**config.mk**
```make
export PLATFORM = sky130hd
export DESIGN_NAME = wtint_queue
export DESIGN_NICKNAME = d
export VERILOG_FILES = /design/src/waypoint_trajectory_interpolator_top_assert.svh /design/src/wtint_pkg.sv /design/src/wtint_queue.sv
export SDC_FILE = /design/constraint.sdc
export NUM_CORES = 1
export LEC_CHECK = 0
export BUFFER_PORTS_ARGS = -buffer_cell sky130_fd_sc_hd__buf_2
export CORE_MARGIN = 4
export CORE_UTILIZATION = 52
export DETAILED_ROUTE_END_ITERATION = 8
export PLACE_DENSITY = 0.79
export SKIP_CTS_REPAIR_TIMING = 1
export SYNTH_ARGS = -nofsm -noshare
export SYNTH_HDL_FRONTEND = slang
export SYNTH_SLANG_ARGS = --single-unit
```
**constraint.sdc**
```tcl
create_clock -name aclk -period 9.3 [get_ports aclk]
set_input_delay 0 -clock aclk [delete_from_list [all_inputs] [get_ports aclk]]
set_output_delay 0 -clock aclk [all_outputs]
set_load 0.1 [all_outputs]
```
**src/waypoint_trajectory_interpolator_top_assert.svh**
```systemverilog
// Assertion macros used by the interpolator engine RTL.
// No dependencies; compiled out when SYNTHESIS is defined.
`ifndef WAYPOINT_TRAJECTORY_INTERPOLATOR_TOP_ASSERT_SVH
`define WAYPOINT_TRAJECTORY_INTERPOLATOR_TOP_ASSERT_SVH
`ifndef SYNTHESIS
`define WTI_ASSERT_IMP(lbl, clk, rstn, ante, cons, msg) \
    lbl: assert property (@(posedge clk) disable iff (!rstn) (ante) |-> (cons)) \
        else $error(msg);
`define WTI_ASSERT_NXT(lbl, clk, rstn, ante, cons, msg) \
    lbl: assert property (@(posedge clk) disable iff (!rstn) (ante) |=> (cons)) \
        else $error(msg);
`else
`define WTI_ASSERT_IMP(lbl, clk, rstn, ante, cons, msg)
`define WTI_ASSERT_NXT(lbl, clk, rstn, ante, cons, msg)
`endif
`endif

```
**src/wtint_pkg.sv**
```systemverilog
// Shared types, constants and the arctangent table of the interpolator.
// No dependencies.
package wtint_pkg;

    localparam int DEF_POINTS_PER_SEGMENT = 5;
    localparam int DEF_CORDIC_ITERATIONS  = 16;
    localparam int CORDIC_MAX_ITERATIONS  = 24;
    localparam int QUEUE_DEPTH            = 2;

    localparam logic signed [20:0] PI_Q16   = 21'sd205887;
    localparam logic signed [20:0] HEAD_LIM = 21'sd205888;

    localparam logic [30:0] RST_MAX_SPEED      = 31'd163840;
    localparam logic [30:0] RST_INTERVAL_RECIP = 31'd655360;
    localparam logic [30:0] RST_PT_PERIOD      = 31'd1311;
    localparam logic [6:0]  RST_TRACKED        = 7'd5;
    localparam logic [30:0] TIME_MAX           = 31'h7FFF_FFFF;

    // configuration register indexes
    localparam logic [1:0] REG_MAX_SPEED      = 2'd0;
    localparam logic [1:0] REG_INTERVAL_RECIP = 2'd1;
    localparam logic [1:0] REG_PT_PERIOD      = 2'd2;
    localparam logic [1:0] REG_TRACKED        = 2'd3;

    typedef struct packed {
        logic [30:0] max_speed;
        logic [30:0] interval_recip;
        logic [30:0] pt_period;
        logic [6:0]  tracked_segments;
    } cfg_t;

    // one accepted segment, classified by the front end
    typedef struct packed {
        logic signed [31:0] x0;
        logic signed [31:0] y0;
        logic signed [32:0] dx;
        logic signed [32:0] dy;
        logic [6:0]         seg;
        logic               new_path;
    } seg_item_t;

    typedef struct packed {
        logic               last;
        logic signed [31:0] vel_yaw;
        logic signed [31:0] vel_y;
        logic signed [31:0] vel_x;
        logic signed [18:0] heading;
        logic signed [31:0] pos_y;
        logic signed [31:0] pos_x;
        logic [30:0]        time_from_start;
    } out_item_t;

    typedef enum logic [3:0] {
        S_IDLE, S_DIV, S_UNIT, S_VX, S_VY, S_ANGLE, S_VH,
        S_STEP, S_PX, S_PY, S_PH, S_EMIT, S_FINISH
    } eng_state_t;

    typedef enum logic [1:0] {
        C_IDLE, C_NORM, C_ITER, C_DONE
    } cordic_phase_t;

    function automatic logic [15:0] atan_entry(input logic [4:0] i);
        logic [15:0] v;
        case (i)
            5'd0:  v = 16'd51472;
            5'd1:  v = 16'd30386;
            5'd2:  v = 16'd16055;
            5'd3:  v = 16'd8150;
            5'd4:  v = 16'd4091;
            5'd5:  v = 16'd2047;
            5'd6:  v = 16'd1024;
            5'd7:  v = 16'd512;
            5'd8:  v = 16'd256;
            5'd9:  v = 16'd128;
            5'd10: v = 16'd64;
            5'd11: v = 16'd32;
            5'd12: v = 16'd16;
            5'd13: v = 16'd8;
            5'd14: v = 16'd4;
            5'd15: v = 16'd2;
            5'd16: v = 16'd1;
            default: v = 16'd0;
        endcase
        return v;
    endfunction

endpackage

```
**src/wtint_queue.sv**
```systemverilog
// Short FIFO of classified segments between front end and engine.
// Depends on wtint_pkg.
module wtint_queue (
    input  logic                  aclk,
    input  logic                  aresetn,
    input  logic                  push,
    input  wtint_pkg::seg_item_t  push_item,
    output logic                  full,
    input  logic                  pop,
    output logic                  avail,
    output wtint_pkg::seg_item_t  head
);
    localparam int AW = (wtint_pkg::QUEUE_DEPTH > 1) ? $clog2(wtint_pkg::QUEUE_DEPTH) : 1;
    localparam int CW = $clog2(wtint_pkg::QUEUE_DEPTH + 1);
    localparam logic [CW-1:0] DEPTH_C = CW'(wtint_pkg::QUEUE_DEPTH);
    localparam logic [AW-1:0] LAST_C  = AW'(wtint_pkg::QUEUE_DEPTH - 1);

    wtint_pkg::seg_item_t mem_reg [wtint_pkg::QUEUE_DEPTH];
    logic [AW-1:0] wr_reg, rd_reg;
    logic [CW-1:0] cnt_reg;

    assign full  = (cnt_reg == DEPTH_C);
    assign avail = (cnt_reg != '0);
    assign head  = mem_reg[rd_reg];

    always_ff @(posedge aclk) begin
        if (push) begin
            mem_reg[wr_reg] <= push_item;
        end
    end

    always_ff @(posedge aclk) begin
        if (!aresetn) begin
            wr_reg  <= '0;
            rd_reg  <= '0;
            cnt_reg <= '0;
        end else begin
            if (push) begin
                wr_reg <= (wr_reg == LAST_C) ? '0 : wr_reg + 1'b1;
            end
            if (pop) begin
                rd_reg <= (rd_reg == LAST_C) ? '0 : rd_reg + 1'b1;
            end
            if (push && !pop) begin
                cnt_reg <= cnt_reg + 1'b1;
            end else if (pop && !push) begin
                cnt_reg <= cnt_reg - 1'b1;
            end
        end
    end
endmodule

```
==> summary.md <==
| Metric | Value |
|---|---|
| Final worst path period need | `roughly 3.1 ns` |
| CTS buffer count | `27` |
| Fmax | `about 320 MHz` |
| Total GRT Usage | `0.172` |
| Post-synth ARST share | `0` |
| DR iter-0 viols | `about 280` |
| Hold Path Depth | `4` |
| Via/cell ratio | `between 4 and 5` |
| First-pass GRT wire length | `roughly 30000 um` |
| Final #Nets | `1034` |
| Max FFs per register | `roughly 280` |
| Setup Viol. Count Final | `0` |
| Yosys reg bits | `around 280` |
| Final WL | `about 23000 um` |
| Pin count of the biggest net entering global routing | `75` |
| Ys flop type | `edfxtp_1` |
| Cell Area, Synth | `approximately 10000 um2` |
| Die W | `about 150 um` |
| Worst hold start | `push` |
| WHS Endpoint | `cnt_reg[1]` |
| Vias | `5829` |
| Post-synth top cells | `edfxtp_1 (276), mux2_2 (138), buf_6 (14)` |
| Yosys top cell area share | `0.811` |
| Sw Share | `0.321` |
| Worst hold-check path type | `in -> reg` |
| Slowest-stage cell, CP | `dfxtp_4` |
| Clock Tree Buf Depth | `3` |
| Critical Path Fanout Max | `74` |
| CP Capture Type | `output pin` |
| Reg-to-Reg End | `wr_reg` |
| EDFF count, synth | `~280` |
| Gp weighted congestion | `0.776` |
| Leak | `between 5 and 6 nW` |
| Die area | `about 22000 um2` |
| Worst path required time | `~9.3 ns` |
| H-Tree Depth | `1` |
| DRT antenna net count | `0` |
| Most common cell in the synthesized netlist | `edfxtp_1` |
| CTS tree | `done` |
| Worst Tran Pin Value | `between 1 and 1.5 ns` |
| Port Buffers | `about 280` |
| P per Cell Area | `between 200 and 250 nW/um2` |
| Share of cells above drive strength 1 | `0.508` |
| RSZ-0062 raised after global routing | `no` |
| Hpwl dp | `13300 um` |
| Hold Fails Final Rpt | `0` |
| Gate Count Post-Synth | `around 450` |
| WL/cell | `19.3 um` |
| R2R depth | `5` |
| Max incr delay on CP | `~0.9 ns` |
| Peak VDD IR | `around 0.19 mV` |
| Root Driver | `clkbuf_16` |
| Syn nets | `between 500 and 600` |
| R2R Path Start | `wr_reg` |
| Row count | `slightly above 50` |
| Drt first pass iters | `4` |
| Relative slew slack | `0.320` |
| Final Slew Violations | `0` |
| Syn_area_per_cell | `22.7 um2` |
| Status | `finished clean` |
| Top cells by area, synth | `edfxtp_1 (81%), mux2_2 (15%), buf_6 (1.5%)` |
| Combinational group share of total power | `0.233` |
| Internal Dissipation | `roughly 2.2 mW` |
| IO Pins | `between 200 and 300` |
| Flop pwr share | `0.461` |
| TNS Setup | `0 ns` |
| Worst Path Arrival | `between 3 and 4 ns` |
| Initial Util | `0.527` |
| Max cap viols | `0` |
| Fin crit share | `0.333` |
| Sequential element share of the synthesized area | `0.820` |
| Initial antenna violation count | `3` |
| Crit-path cells | `buf_4, mux2_2, buf_2` |
| CTS clock-pin slew for the worst setup and hold paths | `0.06 ns` |
| Die height | `between 100 and 150 um` |
| Reg-to-reg slack, setup | `about 6.4 ns` |
| # clock sinks | `roughly 280` |
| CP Launch Type | `flop` |
| Vias in the first global route | `5702` |
| Ys Warns | `0` |
| Design Area, Final | `about 14000 um2` |
| Clk pwr share | `0.306` |
| Yosys cell types | `17` |
| DR DRC count | `0` |
| Placed inst area | `around 12000 um2` |
| Worst hold margin | `slightly above 0.04 ns` |
| Clock latency on the worst-skew pair | `0.51 ns` |
| WS Path Type | `reg -> out` |
| Cell accounting for the most synthesized area | `edfxtp_1` |
| Global route overflow | `0` |
| Syn-to-layout area delta | `37.5%` |
| Core Box Area | `19400 um2` |
| Clock skew | `0.0150 ns` |
| Psw | `about 1.0 mW` |
==> worst max-delay path by stage <==
stage	end	cells past startpoint	startpoint
2_1_floorplan	mem_reg[0][0]	1	wr_reg
3_3_place_gp	head[6]	3	flop
3_5_place_dp	head[6]	3	flop
4_1_cts	head[6]	3	flop
5_1_grt	head[24]	3	flop
6_report	head[26]	3	flop
==> final cells by class <==
class | count | area [um2]
flip-flops and latches | 281 | 8390
fillers | 1172 | 5340
repair buffers | 426 | 2850
multi-input cells | 154 | 1680
clock buffers | 39 | 721
well taps | 265 | 332
clock inverters | 10 | 80.1
diodes | 2 | 5.00
inverters | 1 | 3.75
==> cells in the final DEF, fill, tap and decap left out, drive strengths merged, types with 2 or more instances in the layout <==
cell type    netlist  routed
clkinv             0       8
nor2b              2       2
dfxtp              5       5
diode              0       2
xor2               2       2
clkbuf             0      39
mux2             138     138
buf               15     285
and2               4       4
edfxtp           276     276
dlygate4sd3        0     141
==> metal layers <==
metal / up-vias / wire [um] / GRT usage
li1: 2681 / - / -
met2: 248 / 12100 / 0.301
met3: 32 / 1770 / 0.0585
met1: 2866 / 8530 / 0.205
met4: 2 / 324 / 0.0443
met5: - / 13 / 0
==> power groups by stage <==
stage	logic [mW]	registers, mW	clock network, mW
3_3_place_gp	0.693	1.51	0
6_report	0.754	1.49	0.992
3_5_place_dp	0.702	1.52	0
4_1_cts	0.704	1.49	1.01
2_1_floorplan	0.604	1.51	0
5_1_grt	0.777	1.50	1.07
==> cells by family (layout without fill, tap and decap cells) <==
family | Yosys count | count (layout) | share of synthesized area
AO/OA/AOI/OAI | 3 | 3 | 0.00196
adder cells (fa/ha/maj) | 1 | 1 | 0.00122
XOR/XNOR | 3 | 3 | 0.00257
AND/OR/NAND/NOR | 9 | 9 | 0.00563
buffers and inverters | 16 | 476 | 0.0163
flip-flops | 281 | 281 | 0.820
other | 0 | 2 | 0
multiplexers | 138 | 138 | 0.152
==> through the flow <==
stage / power, mW / std cells / utilization / setup WS (ns)
CTS: 3.21 / 1035 / 0.652 / 6.17
global route: 3.34 / 1178 / 0.725 / 6.04
global placement: 2.21 / 986 / 0.611 / 6.76
floorplan: 2.12 / 451 / - / 2.24
detailed placement: 2.22 / 986 / 0.611 / 6.72
finish: 3.24 / 1178 / 0.725 / 6.20
==> critical path, delay by kind of cell (launching register included) <==
family,cells,cell delay (ns)
flip-flops,1,0.91
buffers and inverters,2,1.27
multiplexers,1,0.32
Power figures use the tool's default switching activity.
