$ cat src/waypoint_trajectory_interpolator_top_assert.svh
// Assertion macros used by the interpolator engine RTL.
// No dependencies; compiled out when SYNTHESIS is defined.
`ifndef WAYPOINT_TRAJECTORY_INTERPOLATOR_TOP_ASSERT_SVH
`define WAYPOINT_TRAJECTORY_INTERPOLATOR_TOP_ASSERT_SVH
`ifndef SYNTHESIS
`define WTI_ASSERT_IMP(lbl, clk, rstn, ante, cons, msg) \
    lbl: assert property (@(posedge clk) disable iff (!rstn) (ante) |-> (cons)) \
        else $error(msg);
`define WTI_ASSERT_NXT(lbl, clk, rstn, ante, cons, msg) \
    lbl: assert property (@(posedge clk) disable iff (!rstn) (ante) |=> (cons)) \
        else $error(msg);
`else
`define WTI_ASSERT_IMP(lbl, clk, rstn, ante, cons, msg)
`define WTI_ASSERT_NXT(lbl, clk, rstn, ante, cons, msg)
`endif
`endif

$ cat src/wtint_pkg.sv
// Shared types, constants and the arctangent table of the interpolator.
// No dependencies.
package wtint_pkg;

    localparam int DEF_POINTS_PER_SEGMENT = 5;
    localparam int DEF_CORDIC_ITERATIONS  = 16;
    localparam int CORDIC_MAX_ITERATIONS  = 24;
    localparam int QUEUE_DEPTH            = 2;

    localparam logic signed [20:0] PI_Q16   = 21'sd205887;
    localparam logic signed [20:0] HEAD_LIM = 21'sd205888;

    localparam logic [30:0] RST_MAX_SPEED      = 31'd163840;
    localparam logic [30:0] RST_INTERVAL_RECIP = 31'd655360;
    localparam logic [30:0] RST_PT_PERIOD      = 31'd1311;
    localparam logic [6:0]  RST_TRACKED        = 7'd5;
    localparam logic [30:0] TIME_MAX           = 31'h7FFF_FFFF;

    // configuration register indexes
    localparam logic [1:0] REG_MAX_SPEED      = 2'd0;
    localparam logic [1:0] REG_INTERVAL_RECIP = 2'd1;
    localparam logic [1:0] REG_PT_PERIOD      = 2'd2;
    localparam logic [1:0] REG_TRACKED        = 2'd3;

    typedef struct packed {
        logic [30:0] max_speed;
        logic [30:0] interval_recip;
        logic [30:0] pt_period;
        logic [6:0]  tracked_segments;
    } cfg_t;

    // one accepted segment, classified by the front end
    typedef struct packed {
        logic signed [31:0] x0;
        logic signed [31:0] y0;
        logic signed [32:0] dx;
        logic signed [32:0] dy;
        logic [6:0]         seg;
        logic               new_path;
    } seg_item_t;

    typedef struct packed {
        logic               last;
        logic signed [31:0] vel_yaw;
        logic signed [31:0] vel_y;
        logic signed [31:0] vel_x;
        logic signed [18:0] heading;
        logic signed [31:0] pos_y;
        logic signed [31:0] pos_x;
        logic [30:0]        time_from_start;
    } out_item_t;

    typedef enum logic [3:0] {
        S_IDLE, S_DIV, S_UNIT, S_VX, S_VY, S_ANGLE, S_VH,
        S_STEP, S_PX, S_PY, S_PH, S_EMIT, S_FINISH
    } eng_state_t;

    typedef enum logic [1:0] {
        C_IDLE, C_NORM, C_ITER, C_DONE
    } cordic_phase_t;

    function automatic logic [15:0] atan_entry(input logic [4:0] i);
        logic [15:0] v;
        case (i)
            5'd0:  v = 16'd51472;
            5'd1:  v = 16'd30386;
            5'd2:  v = 16'd16055;
            5'd3:  v = 16'd8150;
            5'd4:  v = 16'd4091;
            5'd5:  v = 16'd2047;
            5'd6:  v = 16'd1024;
            5'd7:  v = 16'd512;
            5'd8:  v = 16'd256;
            5'd9:  v = 16'd128;
            5'd10: v = 16'd64;
            5'd11: v = 16'd32;
            5'd12: v = 16'd16;
            5'd13: v = 16'd8;
            5'd14: v = 16'd4;
            5'd15: v = 16'd2;
            5'd16: v = 16'd1;
            default: v = 16'd0;
        endcase
        return v;
    endfunction

endpackage

$ cat src/wtint_front.sv
// Front end: accepts waypoints, tracks the previous point and segment count,
// drops waypoints past the tracked segments. Depends on wtint_pkg.
module wtint_front (
    input  logic                  aclk,
    input  logic                  aresetn,
    input  logic                  s_tvalid,
    output logic                  s_tready,
    input  logic signed [31:0]    way_x,
    input  logic signed [31:0]    way_y,
    input  logic                  path_start,
    input  logic [6:0]            tracked_segments,
    input  logic                  q_full,
    output logic                  q_push,
    output wtint_pkg::seg_item_t  q_item
);
    logic signed [31:0] prev_x_reg, prev_y_reg;
    logic [6:0]         seg_reg;
    logic               accept;
    logic [6:0]         seg_eff;
    logic signed [31:0] x0, y0;

    assign s_tready = !q_full;
    assign accept   = s_tvalid && !q_full;
    assign seg_eff  = path_start ? 7'd0 : seg_reg;
    assign x0       = path_start ? 32'sd0 : prev_x_reg;
    assign y0       = path_start ? 32'sd0 : prev_y_reg;
    assign q_push   = accept && (seg_eff < tracked_segments);

    always_comb begin
        q_item.x0       = x0;
        q_item.y0       = y0;
        q_item.dx       = $signed({way_x[31], way_x}) - $signed({x0[31], x0});
        q_item.dy       = $signed({way_y[31], way_y}) - $signed({y0[31], y0});
        q_item.seg      = seg_eff;
        // first segment since reset or a path start: heading restarts from zero
        q_item.new_path = (seg_eff == 7'd0);
    end

    always_ff @(posedge aclk) begin
        if (!aresetn) begin
            prev_x_reg <= '0;
            prev_y_reg <= '0;
            seg_reg    <= '0;
        end else if (q_push) begin
            prev_x_reg <= way_x;
            prev_y_reg <= way_y;
            seg_reg    <= seg_eff + 7'd1;
        end else if (accept && path_start) begin
            prev_x_reg <= '0;
            prev_y_reg <= '0;
            seg_reg    <= '0;
        end
    end
endmodule

$ cat config.mk
export PLATFORM = sky130hd
export DESIGN_NAME = wtint_front
export DESIGN_NICKNAME = d
export VERILOG_FILES = /design/src/waypoint_trajectory_interpolator_top_assert.svh /design/src/wtint_pkg.sv /design/src/wtint_front.sv
export SDC_FILE = /design/constraint.sdc
export NUM_CORES = 1
export LEC_CHECK = 0
export BUFFER_PORTS_ARGS = -buffer_cell sky130_fd_sc_hd__buf_2
export CORE_ASPECT_RATIO = 1.5
export CORE_MARGIN = 2
export CORE_UTILIZATION = 52
export CTS_CLUSTER_DIAMETER = 80
export CTS_CLUSTER_SIZE = 30
export DETAILED_ROUTE_END_ITERATION = 8
export PLACE_DENSITY = 0.86
export SETUP_SLACK_MARGIN = 0.3
export SLEW_MARGIN = 10
export SYNTH_ARGS = -nofsm -noshare
export SYNTH_HDL_FRONTEND = slang
export SYNTH_SLANG_ARGS = --single-unit
$ cat constraint.sdc
create_clock -name aclk -period 7.2 [get_ports aclk]
set_input_delay 1.08 -clock aclk [delete_from_list [all_inputs] [get_ports aclk]]
set_output_delay 1.08 -clock aclk [all_outputs]
set_load 0.05 [all_outputs]
==> results_dict.tcl, run 1 <==
set metrics [dict create \
    cts_tree "yes" \
    wl_mm 19.4 \
    synth_warnings 0 \
    hold_viol 0 \
    post_cts_resized 0 \
    synthTopCellsByCount "nand2_1 (105), nor2_1 (102), inv_1 (97)" \
    place_ws_ps 1570 \
    gr-total-overflow 0 \
    crit_path_end "q_item[70]" \
    port_buffers 215 \
    slew_viol_final 0 \
    crit_start "path_start" \
    n_antenna_cell 0 \
    drc 0 \
    syn_avg_cell_area_um2 7.23 \
    critPathLaunchType "primary input" \
    drtIter0Drc 396 \
    p_leak_nw 4.20 \
    crit_path_end_kind "output pin" \
    yosysSeqAreaShare_pct 21.6 \
    area_growth_pct 21.5 \
    nFillCells 1128 \
    start_util_pct 53.1 \
    yosysTopAreaCell "dfxtp_1" \
    h-tree-depth 3 \
    maxCapViolCount 0 \
    clkTransAtPathRegs_ps 50 \
    crit_required_ps 6120 \
    yosysUniqueCellTypes 63 \
    detailed_place_hpwl_mm 15.2 \
    setup_tns_ps 0 \
    grt_pass1_wl_mm 31.0 \
    grt_max_degree 56 \
    synth_top_area_share_pct 21.6 \
    relSlewSlack_pct 28.4 \
    status "finished clean" \
    finalSetupViolCount 0 \
    synth_flop_cell "dfxtp_1" \
    vias_per_cell 5.77 \
    holdBufCountCts 0 \
    num_vias 7273 \
    yosysMostFrequentCell "nand2_1" \
    tightest_slew_ps 1070 \
    die_w_um 95.8 \
    cts_made_buffers 9 \
    min_period_ps 5670 \
    antenna_found_initial 1 \
    synth-seq-cells 71 \
    synth_edf_count 0 \
    hold_class "reg -> reg" \
    worstPathMaxFanout 29 \
    io_pins 216 \
    core_area_mm2 0.0124 \
    gp_congestion 0.949 \
    fin_skew_ps 7.51 \
    async_flop_share_pct 0 \
    die_y_um 142 \
    grt_pass1_vias 7043 \
    root_buffer "clkbuf_16" \
    r2r_end "prev_x_reg[29]$_SDFFE_PN0P_" \
    cp.arrival_ps 4590 \
    clk_latency_ps 340 \
    period_share_pct 78.7 \
    fin_ws_ps 1530 \
    grt_use_total_pct 28.3 \
    r2r-start "seg_reg[2]$_SDFFE_PN0P_" \
    wire_per_inst_um 15.4 \
    netlist_instances 909 \
    drive_above_1_share_pct 22.4 \
    cellPowerDensity_mw_per_mm2 191 \
    cts_sinks 71 \
    crit_type "in -> out" \
    peakVddDrop_mv 0.125 \
    synth_area_mm2 0.00657 \
    clock.fmax_mhz 176 \
    nets 1251 \
    firstDrtPassIters 7 \
    reg2reg_slack_ps 3700 \
    synthTopCellsByArea "dfxtp_1 (22%), ha_1 (14%), a22oi_1 (7.7%)" \
    final_antenna_net_count 0 \
    clockBufferDepth 2 \
    die-area_mm2 0.0136 \
    ff2ff_path_depth 10 \
    postCtsSetupBuffers 0 \
    rsz0062_at_grt "no" \
    rows 50 \
    synthesis.nets 1059 \
]
[power breakdown]
group          leakage [nW]  internal, mW  total [mW]  switching (mW)
Combinational          3.50         0.198       0.700           0.502
Clock                 0.125         0.240       0.411           0.170
Sequential            0.579         0.409       0.418         0.00838
[worst max-delay path, cell delays in order]
cell	delay [ps]
buf_2	180
inv_2	430
buf_4	350
nand2_1	110
ha_1	270
nor2b_1	130
o31a_1	280
o211ai_1	360
o2111ai_1	300
a2111oi_0	490
o21bai_1	140
xor2_1	170
buf_2	290
[metal layers]
metal / part of all wire, % / GRT usage, % / up-vias
met3: 7.4 / 4.04 / 59
met2: 51 / 51.2 / 323
met5: 0 / 0 / -
met1: 38 / 31.4 / 3321
li1: - / - / 3570
met4: 3.8 / 14.1 / 0
[worst min-delay path by stage]
stage | from | to | slack, ps | depth (start not counted)
6_report | seg_reg[6]$_SDFFE_PN0P_ | seg_reg[6]$_SDFFE_PN0P_ | 480 | 2
5_1_grt | seg_reg[6]$_SDFFE_PN0P_ | seg_reg[6]$_SDFFE_PN0P_ | 520 | 2
4_1_cts | seg_reg[6]$_SDFFE_PN0P_ | seg_reg[6]$_SDFFE_PN0P_ | 480 | 2
3_5_place_dp | seg_reg[6]$_SDFFE_PN0P_ | seg_reg[6]$_SDFFE_PN0P_ | 470 | 2
3_3_place_gp | seg_reg[6]$_SDFFE_PN0P_ | seg_reg[6]$_SDFFE_PN0P_ | 450 | 2
2_1_floorplan | seg_reg[6]$_SDFFE_PN0P_ | seg_reg[6]$_SDFFE_PN0P_ | 440 | 2
[area by class of cell]
cell class                 count  area, um2  share of cell area [%]
multi-input combinational    701       4620                    57.9
sequential                    71       1420                    17.8
timing repair buffer         220       1110                    13.9
inverter                      98        368                    4.61
clock buffer                  12        246                    3.09
tap                          156        195                    2.44
clock inverter                 3       20.0                   0.251
[cells by family (layout without fill, tap and decap cells)]
group	count (synthesis)	in the layout	share of synthesized area [%]
xor gates and xnor gates	52	52	6.93
DFF	71	71	21.6
and+or+nand+nor	305	305	20.8
adders and majority gates	74	74	14.3
buffers and inverters	137	333	8.20
muxes	2	2	0.305
AOI/OAI and AO/OA	268	268	27.8
[cell usage in the layout, fill, tap and decap left out, types with 8 or more instances in the layout]
cell / n
inv_1: 96
dfxtp_1: 71
o21a_1: 12
nand4_1: 12
a21oi_1: 65
xnor2_1: 32
o21bai_1: 12
nand2b_1: 8
nand3_1: 18
nor2b_1: 17
a31oi_1: 8
o21ai_0: 33
clkbuf_16: 9
nand2_1: 105
nor3_1: 14
nor2_1: 102
xor2_1: 20
buf_2: 215
ha_1: 72
a22oi_1: 67
a21o_1: 22
[per-stage QoR]
step | cells | hold slack, ps | utilization (%) | power (mW) | area (um2)
3_3_place_gp | 1246 | 453 | 62.3 | 1.11 | 7720
4_1_cts | 1261 | 481 | 64.5 | 1.54 | 7990
6_report | 1261 | 476 | 64.5 | 1.53 | 7990
5_1_grt | 1261 | 516 | 64.5 | 1.61 | 7990
3_5_place_dp | 1246 | 473 | 62.3 | 1.12 | 7720
2_1_floorplan | 909 | 445 | - | 0.963 | 6570
Power figures use the tool's default switching activity.
==> run 2, diff against run 1 <==
Settings changed: ABC_AREA set to 1, PLACE_DENSITY 0.86 to 0.83.
Clock period 7.2 ns to 5.76 ns, I/O delays scaled along.
==> run 2 against run 1 <==
  * Sequential power increased by 25%
  * Combinational power increased by 34%
  * Highest routed layer unchanged
  * Worst hold slack improved by 1.8 ps
  * Count of clock-buffer cells in the layout unchanged
  * Global-route usage increased by 3.2 points
  * Largest power group unchanged
==> results_dict.tcl, run 2 <==
set metrics [dict create \
    syn_avg_cell_area_um2 5.35 \
    relSlewSlack_pct 40.2 \
    port_buffers 215 \
    period_share_pct 76.6 \
    p_leak_nw 6.52 \
    cts_tree "yes" \
    cts_made_buffers 9 \
    finalSetupViolCount 0 \
    start_util_pct 52.6 \
    hold_viol 0 \
    final_antenna_net_count 0 \
    maxCapViolCount 0 \
    cp.arrival_ps 3550 \
    io_pins 216 \
    synth_flop_cell "dfxtp_1" \
    gp_congestion 1.01 \
    yosysTopAreaCell "nand2_1" \
    yosysSeqAreaShare_pct 16.9 \
    yosysUniqueCellTypes 29 \
    crit_path_end_kind "output pin" \
    clk_latency_ps 360 \
    final_common_cell "nand2_1" \
    grt_pass1_wl_mm 43.9 \
    synth_warnings 0 \
    grt_pass1_vias 9983 \
    vias_per_cell 5.05 \
    cellPowerDensity_mw_per_mm2 207 \
    min_period_ps 4410 \
    core_area_mm2 0.0160 \
    synth_edf_count 0 \
    rows 57 \
    drive_above_1_share_pct 14.9 \
    crit_required_ps 4900 \
    grt_use_total_pct 31.5 \
    holdBufCountCts 0 \
    die_w_um 108 \
    root_buffer "clkbuf_16" \
    die_y_um 160 \
    status "finished clean" \
    synth_area_mm2 0.00843 \
    synth_top_family_by_area "simple AND/OR/NAND/NOR gates" \
    clockBufferDepth 2 \
    area_growth_pct 17.2 \
    worstPathMaxFanout 63 \
    clkTransAtPathRegs_ps 60 \
    clock.fmax_mhz 227 \
    gr-total-overflow 0 \
    hold_class "reg -> reg" \
    finalPower_mw 2.04 \
    die-area_mm2 0.0173 \
    yosys.area_share.simple_pct 42.9 \
    synthXorXnorAreaFrac_pct 3.22 \
    antenna_found_initial 1 \
    synthesis.nets 1727 \
    async_flop_share_pct 0 \
    critPathLaunchType "primary input" \
    rsz0062_at_grt "no" \
    crit_type "in -> out" \
    synth_adder_area_share_pct 11.2 \
    slew_viol_final 0 \
    nFillCells 1692 \
    synth_top_area_share_pct 28.6 \
    synthTopCellsByCount "nand2_1 (643), inv_1 (342), nand3_1 (121)" \
    setup_tns_ps 0 \
    grt_max_degree 72 \
    firstDrtPassIters 6 \
    cts_sinks 71 \
    nets 1920 \
    wl_mm 26.6 \
    drc 0 \
    yosysMostFrequentCell "nand2_1" \
    synthMuxAreaShare_pct 0 \
    drtIter0Drc 498 \
    fin_skew_ps 8.44 \
    tightest_slew_ps 897 \
    synthTopCellsByArea "nand2_1 (29%), dfxtp_1 (17%), inv_1 (15%)" \
    fin_util_pct 61.6 \
    synth_compound_area_share_pct 8.00 \
    synth-seq-cells 71 \
    h-tree-depth 3 \
    most-common-layout-cells "nand2_1 (643), inv_1 (342), buf_2 (215)" \
    detailed_place_hpwl_mm 20.8 \
    postCtsSetupBuffers 0 \
    peakVddDrop_mv 0.128 \
    post_cts_resized 0 \
    netlist_instances 1577 \
    num_vias 10000 \
    wire_per_inst_um 13.4 \
]
-- run 2: routing by layer --
metal  part of all wire, %  GRT usage (%)  vias to the layer above
met2                    53           59.5                      320
met1                    37           30.9                     4469
met5                     0              0                        -
met4                   5.3           18.6                        0
met3                   5.1           5.51                       89
li1                      -              -                     5141
-- run 2: area by class of cell --
class / instances / area, um2 / area share [%]
inverters: 344 / 1290 / 13.1
multi-input cells: 1125 / 5510 / 55.8
clock inverters: 4 / 45.0 / 0.456
flip-flops and latches: 71 / 1420 / 14.4
repair buffers: 219 / 1110 / 11.2
clock buffers: 12 / 246 / 2.49
well taps: 206 / 258 / 2.61
diodes: 1 / 2.50 / 0.0253
-- run 2: logic make-up (layout without fill, tap and decap cells) --
group | count (synthesis) | after routing
AOI/OAI and AO/OA | 122 | 122
xor gates and xnor gates | 31 | 31
adders and majority gates | 74 | 74
buffers and inverters | 381 | 579
DFF | 71 | 71
other | 0 | 1
and+or+nand+nor | 898 | 898
-- run 2: metrics by stage --
step / setup slack [ps] / cells / hold slack (ps) / area, um2
after floorplan: 1470 / 1577 / 457 / 8430
after global placement: 1380 / 1965 / 467 / 9590
after detailed placement: 1370 / 1965 / 472 / 9590
after CTS: 1360 / 1981 / 481 / 9880
after global routing: 1150 / 1981 / 496 / 9880
final: 1350 / 1982 / 478 / 9890
-- run 2: worst paths after layout --
check	slack (ps)	cells past startpoint	startpoint	endpoint
worst max-delay path	1350	15	path_start	q_item[70]
worst min-delay path	480	2	prev_x_reg[28]$_SDFFE_PN0P_	prev_x_reg[28]$_SDFFE_PN0P_
worst min register to register	480	2	prev_x_reg[28]$_SDFFE_PN0P_	prev_x_reg[28]$_SDFFE_PN0P_
worst max register to register	3000	10	seg_reg[6]$_SDFFE_PN0P_	prev_x_reg[27]$_SDFFE_PN0P_
-- run 2: power by group --
group | total, mW | internal (mW) | switching [mW]
logic | 0.937 | 0.241 | 0.696
registers | 0.522 | 0.512 | 0.0108
clock network | 0.585 | 0.346 | 0.239
-- run 2: critical path, cell delays in order --
cell     delay (ps)
buf_2           180
inv_4           550
nand2_1         180
ha_1            460
nand3_1         110
nand2_1         140
nand2_1          70
nand2_1         130
nand2_1          70
nand2_1         180
nand2_1         100
nand2_1          70
nand2_1          40
nand2_1          70
buf_2           270
==> run 3, diff against run 2 <==
Settings changed: ABC_AREA 1 to 0, PLACE_DENSITY 0.83 to 0.86.
Clock period 5.76 ns to 4.4 ns, I/O delays scaled along.
==> run 3 against run 2 <==
  * Via count shrank 26%
  * Non-clock buffer count grew 17
  * Largest power group unchanged
  * Highest routed layer unchanged
  * Worst hold slack gained 19 ps
  * Final cell count shrank 35%
  * Wire length shrank 21%
  * Critical endpoint is now q_item[35]
==> results_dict.tcl, run 3 (synthesized netlist as in run 1, its figures left out) <==
set metrics [dict create \
    status "finished clean" \
    setup_tns_ps 0 \
    whs_path_depth 2 \
    crit_start "path_start" \
    period_share_pct 91.4 \
    cpMaxStageDelayCell "ha_2" \
    io_pins 216 \
    cp_common_cell "buf_2" \
    drtIter0Drc 359 \
    slew_viol_final 0 \
    detailed_place_hpwl_mm 15.7 \
    cts_sinks 71 \
    grt_use_total_pct 28.8 \
    clkPwrFrac_pct 27.3 \
    finalSetupViolCount 0 \
    rsz0062_at_grt "no" \
    r2r_end "prev_y_reg[24]$_SDFFE_PN0P_" \
    clock.fmax_mhz 249 \
    crit_required_ps 3740 \
    most-common-layout-cells "buf_2 (201), nand2_1 (102), nor2_1 (102)" \
    nets 1267 \
    gr-total-overflow 0 \
    wl_mm 20.9 \
    cts_made_buffers 9 \
    clockBufferDepth 2 \
    clk_latency_ps 330 \
    finalPower_mw 2.71 \
    whs_endpoint "prev_y_reg[9]$_SDFFE_PN0P_" \
    holdBufCountCts 0 \
    crit_path_end_kind "output pin" \
    rows 50 \
    root_buffer "clkbuf_16" \
    wire_per_inst_um 16.4 \
    ff2ff_path_depth 10 \
    clkTransAtPathRegs_ps 60 \
    antenna_found_initial 0 \
    grt_pass1_wl_mm 31.5 \
    die-area_mm2 0.0136 \
    fin_util_pct 70.9 \
    cts_tree "yes" \
    firstDrtPassIters 6 \
    p_sw_mw 1.18 \
    drc 0 \
    p_leak_nw 4.47 \
    p_int_mw 1.52 \
    fin_skew_ps 7.66 \
    start_util_pct 53.1 \
    area_growth_pct 33.7 \
    cpPeakStageDelay_ps 390 \
    cp_num_buf_inv 4 \
    hold_start "prev_y_reg[9]$_SDFFE_PN0P_" \
    final_common_cell "buf_2" \
    path_cells "buf_2, inv_6, buf_12, nand2_1, ha_2, and2_1, nand3_1, or3_1, o2111ai_2, nand2_2, a31oi_2, xnor2_2, buf_2" \
    die_y_um 142 \
    reg2reg_slack_ps 1280 \
    tightest_slew_ps 974 \
    drive_above_1_share_pct 29.5 \
    hold_class "reg -> reg" \
    switching_share_pct 43.7 \
    r2r-start "seg_reg[2]$_SDFFE_PN0P_" \
    hold_viol 0 \
    num_vias 7434 \
    grt_pass1_vias 6946 \
    h-tree-depth 3 \
    grt_max_degree 55 \
    port_buffers 215 \
    cp.arrival_ps 3360 \
    cellPowerDensity_mw_per_mm2 308 \
    p_comb_share_pct 47.4 \
    gp_congestion 0.958 \
    die_w_um 95.8 \
    critPathLaunchType "primary input" \
    power_frac_seq_pct 25.3 \
    relSlewSlack_pct 35.0 \
    crit_type "in -> out" \
    peakVddDrop_mv 0.216 \
    final_antenna_net_count 0 \
    core_area_mm2 0.0124 \
    maxCapViolCount 0 \
    vias_per_cell 5.81 \
    crit_family "simple AND/OR/NAND/NOR gates" \
    min_period_ps 4020 \
    worstPathMaxFanout 27 \
]
==> run 3: changes by cell type in the layout (fill, tap and decap cells not counted), moves of 18 or more <==
| cell | before | now |
|---|---|---|
| buf_4 | 4 | 22 |
| a21oi_1 | 104 | 58 |
| nand3_1 | 120 | 18 |
| xor2_1 | 27 | 9 |
| inv_1 | 342 | 94 |
| o21ai_0 | 1 | 29 |
| a21o_1 | 3 | 22 |
| a22oi_1 | 0 | 67 |
| nand2_1 | 643 | 102 |
==> run 3: area by class of cell <==
cell class	instances	area (um2)
inverters	98	380
well taps	156	195
clock buffers	10	239
flip-flops and latches	71	1420
fillers	982	3600
clock inverters	6	60.1
repair buffers	236	1340
multi-input cells	701	5150
diodes	1	2.50
==> run 3: tightest hold or removal path: stages (launching register included) <==
cell	delay, ps
dfxtp_1	320
a22oi_1	60
nor2_1	70
==> run 3: worst max-delay path by stage <==
stage | endpoint | slack [ps] | depth (start not counted)
2_1_floorplan | q_item[36] | 260 | 14
3_3_place_gp | q_item[31] | 210 | 13
3_5_place_dp | q_item[31] | 120 | 13
4_1_cts | q_item[33] | 280 | 13
5_1_grt | q_item[70] | 270 | 13
6_report | q_item[35] | 380 | 13
==> run 3: through the flow <==
step | hold slack (ps) | setup slack (ps) | instances | area [um2]
2_1_floorplan | 445 | 260 | 909 | 6970
3_3_place_gp | 454 | 208 | 1255 | 8190
3_5_place_dp | 480 | 123 | 1255 | 8190
4_1_cts | 489 | 280 | 1271 | 8540
5_1_grt | 514 | 265 | 1278 | 8780
6_report | 497 | 377 | 1279 | 8780
==> run 3: layer usage <==
layer  vias to the layer above  track usage (%)  part of all wire [%]
met1                      3420             32.0                    37
met3                        66             4.94                   7.5
met5                         -                0                     0
met2                       343             51.8                    51
met4                         0             13.4                   4.2
li1                       3605                -                     -
==> run 3: timing repair <==
action	CTS	global route
gates cloned	0	2
endpoints found under the setup margin	13	25
pin swaps	2	16
gates resized for setup	15	41
setup buffers	0	5
==> run 3: power by group through the flow <==
stage          clock network (mW)  logic (mW)  registers (mW)
2_1_floorplan                   0       0.950           0.694
3_3_place_gp                    0        1.20           0.696
3_5_place_dp                    0        1.22           0.696
4_1_cts                     0.755        1.23           0.683
5_1_grt                     0.786        1.36           0.686
6_report                    0.739        1.28           0.684
