File: src/waypoint_trajectory_interpolator_top_assert.svh
// Assertion macros used by the interpolator engine RTL.
// No dependencies; compiled out when SYNTHESIS is defined.
`ifndef WAYPOINT_TRAJECTORY_INTERPOLATOR_TOP_ASSERT_SVH
`define WAYPOINT_TRAJECTORY_INTERPOLATOR_TOP_ASSERT_SVH
`ifndef SYNTHESIS
`define WTI_ASSERT_IMP(lbl, clk, rstn, ante, cons, msg) \
    lbl: assert property (@(posedge clk) disable iff (!rstn) (ante) |-> (cons)) \
        else $error(msg);
`define WTI_ASSERT_NXT(lbl, clk, rstn, ante, cons, msg) \
    lbl: assert property (@(posedge clk) disable iff (!rstn) (ante) |=> (cons)) \
        else $error(msg);
`else
`define WTI_ASSERT_IMP(lbl, clk, rstn, ante, cons, msg)
`define WTI_ASSERT_NXT(lbl, clk, rstn, ante, cons, msg)
`endif
`endif

File: src/wtint_pkg.sv
// Shared types, constants and the arctangent table of the interpolator.
// No dependencies.
package wtint_pkg;

    localparam int DEF_POINTS_PER_SEGMENT = 5;
    localparam int DEF_CORDIC_ITERATIONS  = 16;
    localparam int CORDIC_MAX_ITERATIONS  = 24;
    localparam int QUEUE_DEPTH            = 2;

    localparam logic signed [20:0] PI_Q16   = 21'sd205887;
    localparam logic signed [20:0] HEAD_LIM = 21'sd205888;

    localparam logic [30:0] RST_MAX_SPEED      = 31'd163840;
    localparam logic [30:0] RST_INTERVAL_RECIP = 31'd655360;
    localparam logic [30:0] RST_PT_PERIOD      = 31'd1311;
    localparam logic [6:0]  RST_TRACKED        = 7'd5;
    localparam logic [30:0] TIME_MAX           = 31'h7FFF_FFFF;

    // configuration register indexes
    localparam logic [1:0] REG_MAX_SPEED      = 2'd0;
    localparam logic [1:0] REG_INTERVAL_RECIP = 2'd1;
    localparam logic [1:0] REG_PT_PERIOD      = 2'd2;
    localparam logic [1:0] REG_TRACKED        = 2'd3;

    typedef struct packed {
        logic [30:0] max_speed;
        logic [30:0] interval_recip;
        logic [30:0] pt_period;
        logic [6:0]  tracked_segments;
    } cfg_t;

    // one accepted segment, classified by the front end
    typedef struct packed {
        logic signed [31:0] x0;
        logic signed [31:0] y0;
        logic signed [32:0] dx;
        logic signed [32:0] dy;
        logic [6:0]         seg;
        logic               new_path;
    } seg_item_t;

    typedef struct packed {
        logic               last;
        logic signed [31:0] vel_yaw;
        logic signed [31:0] vel_y;
        logic signed [31:0] vel_x;
        logic signed [18:0] heading;
        logic signed [31:0] pos_y;
        logic signed [31:0] pos_x;
        logic [30:0]        time_from_start;
    } out_item_t;

    typedef enum logic [3:0] {
        S_IDLE, S_DIV, S_UNIT, S_VX, S_VY, S_ANGLE, S_VH,
        S_STEP, S_PX, S_PY, S_PH, S_EMIT, S_FINISH
    } eng_state_t;

    typedef enum logic [1:0] {
        C_IDLE, C_NORM, C_ITER, C_DONE
    } cordic_phase_t;

    function automatic logic [15:0] atan_entry(input logic [4:0] i);
        logic [15:0] v;
        case (i)
            5'd0:  v = 16'd51472;
            5'd1:  v = 16'd30386;
            5'd2:  v = 16'd16055;
            5'd3:  v = 16'd8150;
            5'd4:  v = 16'd4091;
            5'd5:  v = 16'd2047;
            5'd6:  v = 16'd1024;
            5'd7:  v = 16'd512;
            5'd8:  v = 16'd256;
            5'd9:  v = 16'd128;
            5'd10: v = 16'd64;
            5'd11: v = 16'd32;
            5'd12: v = 16'd16;
            5'd13: v = 16'd8;
            5'd14: v = 16'd4;
            5'd15: v = 16'd2;
            5'd16: v = 16'd1;
            default: v = 16'd0;
        endcase
        return v;
    endfunction

endpackage

File: src/wtint_mulq.sv
// Sequential signed-by-unsigned Q16.16 multiply, (d*f)>>16 toward zero,
// built from two 17x31 partial products. Depends on nothing.
module wtint_mulq (
    input  logic                aclk,
    input  logic                aresetn,
    input  logic                start,
    input  logic signed [33:0]  d,
    input  logic [30:0]         f,
    output logic                done,
    output logic signed [50:0]  prod
);
    logic [33:0] mag_reg;
    logic        neg_reg;
    logic [30:0] f_reg;
    logic [1:0]  step_reg;
    logic [47:0] pp_reg, acc_reg;
    logic [16:0] op;
    logic [64:0] sum;
    logic [48:0] shifted;

    assign op      = (step_reg == 2'd1) ? mag_reg[16:0] : mag_reg[33:17];
    assign sum     = {17'd0, acc_reg} + {pp_reg, 17'd0};
    assign shifted = sum[64:16];

    always_ff @(posedge aclk) begin
        if (start) begin
            mag_reg <= d[33] ? 34'(-d) : 34'(d);
            neg_reg <= d[33];
            f_reg   <= f;
        end
        if (step_reg == 2'd1 || step_reg == 2'd2) begin
            pp_reg <= 48'(op) * 48'(f_reg);
        end
        if (step_reg == 2'd2) begin
            acc_reg <= pp_reg;
        end
        if (step_reg == 2'd3) begin
            prod <= neg_reg ? -$signed({2'b0, shifted}) : $signed({2'b0, shifted});
        end
    end

    always_ff @(posedge aclk) begin
        if (!aresetn) begin
            step_reg <= '0;
            done     <= 1'b0;
        end else begin
            done <= (step_reg == 2'd3);
            if (start) begin
                step_reg <= 2'd1;
            end else if (step_reg != 2'd0) begin
                step_reg <= step_reg + 2'd1;
            end
        end
    end
endmodule

File: src/wtint_cordic.sv
// Vectoring CORDIC atan2 of a segment delta, one rotation per cycle after a
// normalising pre-shift. Depends on wtint_pkg.
module wtint_cordic #(
    parameter int CORDIC_ITERATIONS = wtint_pkg::DEF_CORDIC_ITERATIONS
) (
    input  logic                aclk,
    input  logic                aresetn,
    input  logic                start,
    input  logic signed [32:0]  dx,
    input  logic signed [32:0]  dy,
    output logic                done,
    output logic signed [18:0]  angle
);
    localparam int XW = 46;
    localparam int NIT = (CORDIC_ITERATIONS > wtint_pkg::CORDIC_MAX_ITERATIONS)
                         ? wtint_pkg::CORDIC_MAX_ITERATIONS : CORDIC_ITERATIONS;
    localparam logic [4:0] LAST_IT = 5'(NIT - 1);

    wtint_pkg::cordic_phase_t phase_reg, phase_next;
    logic signed [XW-1:0] x_reg, y_reg;
    logic signed [20:0]   z_reg;
    logic [4:0]           it_reg;
    logic [XW-1:0]        ax, ay, axs, ays;
    logic signed [XW-1:0] xs, ys;
    logic                 big, tiny;
    logic signed [20:0]   at;

    assign ax   = x_reg[XW-1] ? XW'(-x_reg) : XW'(x_reg);
    assign ay   = y_reg[XW-1] ? XW'(-y_reg) : XW'(y_reg);
    assign axs  = ax >> it_reg;
    assign ays  = ay >> it_reg;
    assign xs   = x_reg[XW-1] ? -$signed(axs) : $signed(axs);
    assign ys   = y_reg[XW-1] ? -$signed(ays) : $signed(ays);
    assign big  = (ax[XW-1:40] != '0) || (ay[XW-1:40] != '0);
    assign tiny = (ax[XW-1:32] == '0) && (ay[XW-1:32] == '0);
    assign at   = $signed({5'd0, wtint_pkg::atan_entry(it_reg)});

    always_comb begin
        phase_next = phase_reg;
        case (phase_reg)
            wtint_pkg::C_IDLE: begin
                if (start) begin
                    phase_next = (dy == '0) ? wtint_pkg::C_DONE : wtint_pkg::C_NORM;
                end
            end
            wtint_pkg::C_NORM: if (big) phase_next = wtint_pkg::C_ITER;
            wtint_pkg::C_ITER: if (it_reg == LAST_IT) phase_next = wtint_pkg::C_DONE;
            wtint_pkg::C_DONE: phase_next = wtint_pkg::C_IDLE;
            default:           phase_next = wtint_pkg::C_IDLE;
        endcase
    end

    always_comb begin
        done = (phase_reg == wtint_pkg::C_DONE);
        if (z_reg > wtint_pkg::HEAD_LIM) begin
            angle = 19'(wtint_pkg::HEAD_LIM);
        end else if (z_reg < -wtint_pkg::HEAD_LIM) begin
            angle = 19'(-wtint_pkg::HEAD_LIM);
        end else begin
            angle = 19'(z_reg);
        end
    end

    always_ff @(posedge aclk) begin
        case (phase_reg)
            wtint_pkg::C_IDLE: begin
                it_reg <= '0;
                if (start) begin
                    if (dy == '0) begin
                        z_reg <= dx[32] ? wtint_pkg::PI_Q16 : 21'sd0;
                    end else if (dx[32]) begin
                        z_reg <= dy[32] ? -wtint_pkg::PI_Q16 : wtint_pkg::PI_Q16;
                        x_reg <= -XW'(dx);
                        y_reg <= -XW'(dy);
                    end else begin
                        z_reg <= 21'sd0;
                        x_reg <= XW'(dx);
                        y_reg <= XW'(dy);
                    end
                end
            end
            wtint_pkg::C_NORM: begin
                if (!big) begin
                    x_reg <= tiny ? x_reg <<< 8 : x_reg <<< 1;
                    y_reg <= tiny ? y_reg <<< 8 : y_reg <<< 1;
                end
            end
            wtint_pkg::C_ITER: begin
                it_reg <= it_reg + 5'd1;
                if (y_reg > 0) begin
                    x_reg <= x_reg + ys;
                    y_reg <= y_reg - xs;
                    z_reg <= z_reg + at;
                end else begin
                    x_reg <= x_reg - ys;
                    y_reg <= y_reg + xs;
                    z_reg <= z_reg - at;
                end
            end
            default: ;
        endcase
    end

    always_ff @(posedge aclk) begin
        if (!aresetn) begin
            phase_reg <= wtint_pkg::C_IDLE;
        end else begin
            phase_reg <= phase_next;
        end
    end
endmodule

File: src/wtint_engine.sv
// Back end: reciprocal divide, velocities, heading, point interpolation and
// the output register. Depends on wtint_pkg, wtint_mulq, wtint_cordic.
`include "waypoint_trajectory_interpolator_top_assert.svh"
module wtint_engine #(
    parameter int POINTS_PER_SEGMENT = wtint_pkg::DEF_POINTS_PER_SEGMENT,
    parameter int CORDIC_ITERATIONS  = wtint_pkg::DEF_CORDIC_ITERATIONS
) (
    input  logic                  aclk,
    input  logic                  aresetn,
    input  wtint_pkg::cfg_t       cfg,
    input  logic                  q_avail,
    input  wtint_pkg::seg_item_t  q_head,
    output logic                  q_pop,
    output logic                  m_tvalid,
    input  logic                  m_tready,
    output wtint_pkg::out_item_t  m_item
);
    localparam int KW = $clog2(POINTS_PER_SEGMENT + 1);
    localparam logic [KW-1:0] K_LAST = KW'(POINTS_PER_SEGMENT);

    wtint_pkg::eng_state_t state_reg, state_next;
    wtint_pkg::seg_item_t  item_reg;
    wtint_pkg::out_item_t  out_reg;
    logic               out_valid_reg;
    logic signed [18:0] h0_reg, h1_reg, ph_reg;
    logic               h1_ok_reg;
    logic signed [19:0] dh_reg;
    logic signed [31:0] vx_reg, vy_reg, vh_reg, px_reg, py_reg;
    logic [30:0]        interval_reg, rem_reg, frac_reg;
    logic [32:0]        quot_reg;
    logic [5:0]         dcnt_reg;
    logic [46:0]        unit_reg;
    logic [38:0]        t_reg;
    logic [KW-1:0]      k_reg;
    logic               mul_go_reg;

    logic               mul_start, mul_done, is_mul, out_free, emit;
    logic signed [33:0] mul_d;
    logic [30:0]        mul_f;
    logic signed [50:0] prod;
    logic               cordic_done;
    logic signed [18:0] cordic_angle;
    logic [32:0]        num;
    logic [31:0]        rem_sh;
    logic               rem_ge;
    logic [32:0]        quot_next;
    logic [47:0]        frac_sum;

    function automatic logic signed [31:0] vclamp(input logic signed [50:0] p,
                                                  input logic [30:0] lim);
        logic signed [50:0] l;
        l = $signed({20'd0, lim});
        if (p > l) return $signed({1'b0, lim});
        if (p < -l) return -$signed({1'b0, lim});
        return 32'(p);
    endfunction

    function automatic logic signed [31:0] pclamp(input logic signed [31:0] b,
                                                  input logic signed [50:0] p);
        logic signed [51:0] s;
        s = 52'(b) + 52'(p);
        if (s > 52'sh7FFF_FFFF) return 32'sh7FFF_FFFF;
        if (s < -52'sh8000_0000) return 32'sh8000_0000;
        return 32'(s);
    endfunction

    function automatic logic signed [18:0] hclamp(input logic signed [18:0] b,
                                                  input logic signed [50:0] p);
        logic signed [51:0] s;
        s = 52'(b) + 52'(p);
        if (s > 52'(wtint_pkg::HEAD_LIM)) return 19'(wtint_pkg::HEAD_LIM);
        if (s < 52'(-wtint_pkg::HEAD_LIM)) return 19'(-wtint_pkg::HEAD_LIM);
        return 19'(s);
    endfunction

    wtint_mulq u_mulq (
        .aclk    (aclk),
        .aresetn (aresetn),
        .start   (mul_start),
        .d       (mul_d),
        .f       (mul_f),
        .done    (mul_done),
        .prod    (prod)
    );

    wtint_cordic #(.CORDIC_ITERATIONS(CORDIC_ITERATIONS)) u_cordic (
        .aclk    (aclk),
        .aresetn (aresetn),
        .start   (q_pop),
        .dx      (q_head.dx),
        .dy      (q_head.dy),
        .done    (cordic_done),
        .angle   (cordic_angle)
    );

    // rounded 2^32 / interval_recip, restoring, one bit a cycle
    assign num       = 33'h1_0000_0000 + {3'd0, cfg.interval_recip[30:1]};
    assign rem_sh    = {rem_reg, num[dcnt_reg]};
    assign rem_ge    = (rem_sh >= {1'b0, cfg.interval_recip});
    assign quot_next = {quot_reg[31:0], rem_ge};
    assign frac_sum  = {1'b0, unit_reg} + {17'd0, frac_reg};

    assign out_free = !out_valid_reg || m_tready;
    assign m_tvalid = out_valid_reg;
    assign m_item   = out_reg;

    always_comb begin
        state_next = state_reg;
        case (state_reg)
            wtint_pkg::S_IDLE:   if (q_avail) state_next = wtint_pkg::S_DIV;
            wtint_pkg::S_DIV:    if (dcnt_reg == '0) state_next = wtint_pkg::S_UNIT;
            wtint_pkg::S_UNIT:   if (mul_done) state_next = wtint_pkg::S_VX;
            wtint_pkg::S_VX:     if (mul_done) state_next = wtint_pkg::S_VY;
            wtint_pkg::S_VY:     if (mul_done) state_next = wtint_pkg::S_ANGLE;
            wtint_pkg::S_ANGLE:  if (h1_ok_reg) state_next = wtint_pkg::S_VH;
            wtint_pkg::S_VH:     if (mul_done) state_next = wtint_pkg::S_STEP;
            wtint_pkg::S_STEP:   state_next = wtint_pkg::S_PX;
            wtint_pkg::S_PX:     if (mul_done) state_next = wtint_pkg::S_PY;
            wtint_pkg::S_PY:     if (mul_done) state_next = wtint_pkg::S_PH;
            wtint_pkg::S_PH:     if (mul_done) state_next = wtint_pkg::S_EMIT;
            wtint_pkg::S_EMIT: begin
                if (out_free) begin
                    state_next = (k_reg == K_LAST) ? wtint_pkg::S_FINISH : wtint_pkg::S_STEP;
                end
            end
            wtint_pkg::S_FINISH: state_next = wtint_pkg::S_IDLE;
            default:             state_next = wtint_pkg::S_IDLE;
        endcase
    end

    always_comb begin
        q_pop  = (state_reg == wtint_pkg::S_IDLE) && q_avail;
        emit   = (state_reg == wtint_pkg::S_EMIT) && out_free;
        is_mul = 1'b1;
        mul_d  = '0;
        mul_f  = cfg.interval_recip;
        case (state_reg)
            wtint_pkg::S_UNIT: mul_d = $signed({3'd0, cfg.pt_period});
            wtint_pkg::S_VX:   mul_d = 34'(item_reg.dx);
            wtint_pkg::S_VY:   mul_d = 34'(item_reg.dy);
            wtint_pkg::S_VH:   mul_d = 34'(dh_reg);
            wtint_pkg::S_PX: begin
                mul_d = 34'(item_reg.dx);
                mul_f = frac_reg;
            end
            wtint_pkg::S_PY: begin
                mul_d = 34'(item_reg.dy);
                mul_f = frac_reg;
            end
            wtint_pkg::S_PH: begin
                mul_d = 34'(dh_reg);
                mul_f = frac_reg;
            end
            default: is_mul = 1'b0;
        endcase
        mul_start = is_mul && !mul_go_reg;
    end

    always_ff @(posedge aclk) begin
        if (q_pop) begin
            item_reg <= q_head;
            rem_reg  <= '0;
            quot_reg <= '0;
            dcnt_reg <= 6'd32;
        end
        if (state_reg == wtint_pkg::S_DIV) begin
            rem_reg  <= rem_ge ? 31'(rem_sh - {1'b0, cfg.interval_recip}) : rem_sh[30:0];
            quot_reg <= quot_next;
            dcnt_reg <= dcnt_reg - 6'd1;
            if (dcnt_reg == '0) begin
                if (cfg.interval_recip == '0 || quot_next[32:31] != 2'b00) begin
                    interval_reg <= wtint_pkg::TIME_MAX;
                end else begin
                    interval_reg <= quot_next[30:0];
                end
            end
        end
        if (cordic_done) begin
            h1_reg <= cordic_angle;
        end
        if (mul_done) begin
            case (state_reg)
                wtint_pkg::S_UNIT: unit_reg <= prod[46:0];
                wtint_pkg::S_VX:   vx_reg   <= vclamp(prod, cfg.max_speed);
                wtint_pkg::S_VY:   vy_reg   <= vclamp(prod, cfg.max_speed);
                wtint_pkg::S_VH:   vh_reg   <= vclamp(prod, cfg.max_speed);
                wtint_pkg::S_PX:   px_reg   <= pclamp(item_reg.x0, prod);
                wtint_pkg::S_PY:   py_reg   <= pclamp(item_reg.y0, prod);
                wtint_pkg::S_PH:   ph_reg   <= hclamp(h0_reg, prod);
                default: ;
            endcase
        end
        if (state_reg == wtint_pkg::S_UNIT) begin
            t_reg    <= 39'(item_reg.seg) * 39'(interval_reg);
            frac_reg <= '0;
        end
        if (state_reg == wtint_pkg::S_ANGLE) begin
            dh_reg <= 20'(h1_reg) - 20'(h0_reg);
        end
        if (state_reg == wtint_pkg::S_STEP) begin
            frac_reg <= (frac_sum > 48'h4000_0000) ? 31'h4000_0000 : frac_sum[30:0];
            t_reg    <= t_reg + {8'd0, cfg.pt_period};
        end
        if (emit) begin
            out_reg.time_from_start <= (t_reg > {8'd0, wtint_pkg::TIME_MAX})
                                       ? wtint_pkg::TIME_MAX : t_reg[30:0];
            out_reg.pos_x   <= px_reg;
            out_reg.pos_y   <= py_reg;
            out_reg.heading <= ph_reg;
            out_reg.vel_x   <= vx_reg;
            out_reg.vel_y   <= vy_reg;
            out_reg.vel_yaw <= vh_reg;
            out_reg.last    <= (k_reg == K_LAST);
        end
    end

    always_ff @(posedge aclk) begin
        if (!aresetn) begin
            state_reg     <= wtint_pkg::S_IDLE;
            out_valid_reg <= 1'b0;
            mul_go_reg    <= 1'b0;
            h1_ok_reg     <= 1'b0;
            h0_reg        <= '0;
            k_reg         <= '0;
        end else begin
            state_reg <= state_next;
            if (emit) begin
                out_valid_reg <= 1'b1;
            end else if (m_tready) begin
                out_valid_reg <= 1'b0;
            end
            if (mul_start) begin
                mul_go_reg <= 1'b1;
            end else if (mul_done) begin
                mul_go_reg <= 1'b0;
            end
            if (q_pop) begin
                h1_ok_reg <= 1'b0;
                k_reg     <= '0;
                if (q_head.new_path) begin
                    h0_reg <= '0;
                end
            end else if (cordic_done) begin
                h1_ok_reg <= 1'b1;
            end
            if (state_reg == wtint_pkg::S_STEP) begin
                k_reg <= k_reg + 1'b1;
            end
            if (state_reg == wtint_pkg::S_FINISH) begin
                h0_reg <= h1_reg;
            end
        end
    end

    `WTI_ASSERT_IMP(a_no_overwrite, aclk, aresetn, out_valid_reg && !m_tready, !emit, "result overwritten while held")
    `WTI_ASSERT_IMP(a_pop_idle, aclk, aresetn, q_pop, state_reg == wtint_pkg::S_IDLE, "segment taken while busy")
    `WTI_ASSERT_IMP(a_point_range, aclk, aresetn, emit, k_reg != '0 && k_reg <= K_LAST, "point index out of range")
    `WTI_ASSERT_NXT(a_mul_single, aclk, aresetn, mul_start, !mul_start, "multiply restarted while busy")
endmodule

File: config.mk
export PLATFORM = sky130hd
export DESIGN_NAME = wtint_engine
export DESIGN_NICKNAME = d
export VERILOG_FILES = /design/src/wtint_pkg.sv /design/src/wtint_mulq.sv /design/src/wtint_cordic.sv /design/src/wtint_engine.sv
export VERILOG_INCLUDE_DIRS = /design/src /design/src/src
export SDC_FILE = /design/constraint.sdc
export NUM_CORES = 2
export LEC_CHECK = 0
export BUFFER_PORTS_ARGS = -buffer_cell sky130_fd_sc_hd__buf_4
export CORE_MARGIN = 4
export CORE_UTILIZATION = 58
export DETAILED_ROUTE_END_ITERATION = 7
export GPL_TIMING_DRIVEN = 1
export PLACE_DENSITY = 0.79
export RECOVER_POWER = 25
export SETUP_SLACK_MARGIN = 0.3
export SYNTH_ARGS = -nofsm -noshare
export SYNTH_HDL_FRONTEND = slang
export SYNTH_HIERARCHICAL = 1
export SYNTH_SLANG_ARGS = --single-unit
File: constraint.sdc
create_clock -name aclk -period 10.99 [get_ports aclk]
set_input_delay 0.5495 -clock aclk [delete_from_list [all_inputs] [get_ports aclk]]
set_output_delay 0.5495 -clock aclk [all_outputs]
set_load 0.05 [all_outputs]
==> reports/results.txt <==
Status = finished with violations
Failing checks = design-rule violations, max-capacitance violations, max-slew violations
Hold Path Depth = 2
Synth cell count leaders = nand2_1 (1191), edfxtp_1 (1098), inv_1 (989), nor2_1 (784), a21oi_1 (751)
PortBufs = 447
Initial antenna violation count = 57
CTS tree = yes
Worst Path Required = 11.64 ns
DR top layer = met5
Clock-pin slew on the worst setup and hold paths = 0.08 ns
Final WS setup = 0.642 ns
Hold slack final = 0.118 ns
Drt first pass iters = 8
Total CTS buffers = 131
FMAX = 96.6 MHz
Worst-Skew Late Latency = 0.82 ns
Chip height = 455 um
RSZ-0062 raised after global routing = yes
Std cell rows = 163
Cell Count, Final, Fillers Out = 16200
Worst reg2reg path depth = 41
Residual DRC count = 5
DP Worst Slack = 0.461 ns
Asr flop ratio synth = 0
Vias in the first global route = 107000
Slew HR = -1.14
Yosys reg bits = 1148
Final hold vios = 0
First-pass GRT wire length = 673 mm
Top cells by area, synth = edfxtp_1 (28%), fa_1 (10%), ha_1 (7.6%), nand2_1 (3.9%), xnor2_1 (3.4%)
Remaining Overflow, GRT = 0
Fin crit share = 0.942
Yosys synthesis warning count = 6
Die area = 207000 sq um
Largest net degree at the start of global routing = 162
Post-synth top area cell = edfxtp_1
Die Width = 455 um
Max reg flops = 211
Main synth FF type = edfxtp_1
Mapped Cells = 12700
Mapped Avg Cell Area = 9.13 sq um
Clock sink count = 1148
Seq/Total Area, Yosys = 0.294
Count leader, synth = nand2_1
Tightest Pin Transition = 3.20 ns
Final HPWL DP = 349 mm
Core Area = 198000 sq um
Met2 wire len = 195 mm
Nets = 15000
Area Overhead vs Synth = 13.0%
Synth cell types = 129
GP Congestion = 1.10
Initial Utilization = 0.585
Final setup vio count = 0
Post-Synthesis Net Count = 14200
Final Slew Violations = 279
Slowest stage cell, crit path = a2111oi_0
Startpoint types = flop
Top cell by count, worst path = buf_4
Share of layout cells above drive strength 1 = 0.128
Clk buf depth = 3
Max Cap Viol = 10
Minimum clock period = 10.35 ns
Worst hold path class = in2reg
Total placed cells including tap cells = 15800
Total global-route track usage = 0.430
Setup CP Type = reg2reg
Yosys top cell area share = 0.285
Root Buffer = clkbuf_16
Final setup TNS = 0 ns
WL final = 460 mm
WP data arrival = 11.00 ns
Mapped Area = 116000 sq um
DRT iter0 DRCs = 15700
Via count = 111000
Post-synth EDFFs = 1098
Drt via density = 6.87
CP Max Fanout = 6
Htree depth = 4
CP Capture Type = flop
Routed length on met1 = 169 mm
Antenna Violating Nets Remaining = 0
Met3 Wirelength = 64.2 mm
CP max stage delay = 0.93 ns
Boundary Pins = 455
Layout Skew = 0.0628 ns
Wire per inst = 28.4 um
==> metal layers <==
layer  track usage  up-vias
met5             0        -
met4         0.250       42
met3         0.133     1709
met2         0.637     7976
met1         0.557    53800
li1              -    47800
==> repair_timing <==
action / 4_1_cts / 5_1_grt
gates resized for setup: 0 / 52
setup buffers: 0 / 16
endpoints found under the hold margin: 134 / 0
endpoints found under the setup margin: 0 / 11
hold buffers: 134 / 0
==> layout by cell type, fill, tap and decap left out, types with 96 or more instances in the layout <==
cell | Yosys | final
nor3_1 | 261 | 252
o31ai_1 | 139 | 138
fa_1 | 589 | 589
edfxtp_1 | 1098 | 1098
a21oi_1 | 751 | 748
o21a_1 | 97 | 97
o21ai_0 | 549 | 543
a31oi_1 | 112 | 111
o211ai_1 | 99 | 99
a211oi_1 | 115 | 114
a21o_1 | 307 | 307
ha_1 | 699 | 694
clkbuf_1 | 526 | 193
or3_1 | 106 | 106
mux2i_1 | 144 | 143
dlygate4sd3_1 | 0 | 134
nand2_1 | 1191 | 1189
mux2_2 | 135 | 135
nor4_1 | 140 | 132
and2_1 | 487 | 472
buf_4 | 1 | 905
and3_1 | 98 | 96
nor2_1 | 784 | 766
inv_1 | 989 | 986
nor2b_1 | 125 | 120
xnor2_1 | 444 | 442
xor2_1 | 328 | 328
clkbuf_16 | 0 | 133
or2_2 | 125 | 125
nand3_1 | 288 | 287
nand2b_1 | 120 | 119
nand4_1 | 186 | 186
==> final timing paths <==
kind / start / to / slack [ns]
worst min register to register: px_reg[4] / m_item[35] / 0.41
worst min-delay path: cfg[78] / vh_reg[9] / 0.12
worst max register to register: u_cordic/x_reg[10] / u_cordic/y_reg[45] / 0.64
worst max-delay path: u_cordic/x_reg[10] / u_cordic/y_reg[45] / 0.64
==> area by class of cell <==
class | instances | area [sq um]
Clock inverter | 81 | 1100
Sequential cell | 1148 | 34000
Antenna cell | 37 | 92.6
Timing Repair Buffer | 1273 | 9360
Inverter | 996 | 3740
Clock buffer | 155 | 3430
Multi-Input combinational cell | 9873 | 75800
Tap cell | 2640 | 3300
Fill cell | 15600 | 67100
==> critical path: cells and delay by family (launching register included) <==
kind | cells | cell delay (ns)
AOI/OAI and AO/OA | 17 | 4.56
and+or+nand+nor | 12 | 2.69
buffers and inverters | 9 | 1.58
DFF | 1 | 0.58
xor gates and xnor gates | 2 | 0.47
adders and majority gates | 1 | 0.32
==> cells by family (layout without fill, tap and decap cells) <==
logic type / after synthesis / in the layout / synth area share
multiplexers: 307 / 307 / 0.0309
other: 0 / 37 / 0
AO/OA/AOI/OAI: 3246 / 3246 / 0.194
AND/OR/NAND/NOR: 4258 / 4258 / 0.190
adder cells (fa/ha/maj): 1288 / 1288 / 0.177
buffers and inverters: 1663 / 2505 / 0.0558
XOR/XNOR: 774 / 774 / 0.0587
flip-flops: 1148 / 1148 / 0.294
==> per-stage QoR <==
stage | instance area, sq um | util
2_1_floorplan | 116000 | -
3_3_place_gp | 125000 | 0.632
3_5_place_dp | 125000 | 0.632
4_1_cts | 131000 | 0.662
5_1_grt | 131000 | 0.661
6_report | 131000 | 0.661
Power is left out: the tool's default activity adds up to more than one toggle a clock period on the data nets, which glitch-free logic cannot reach.
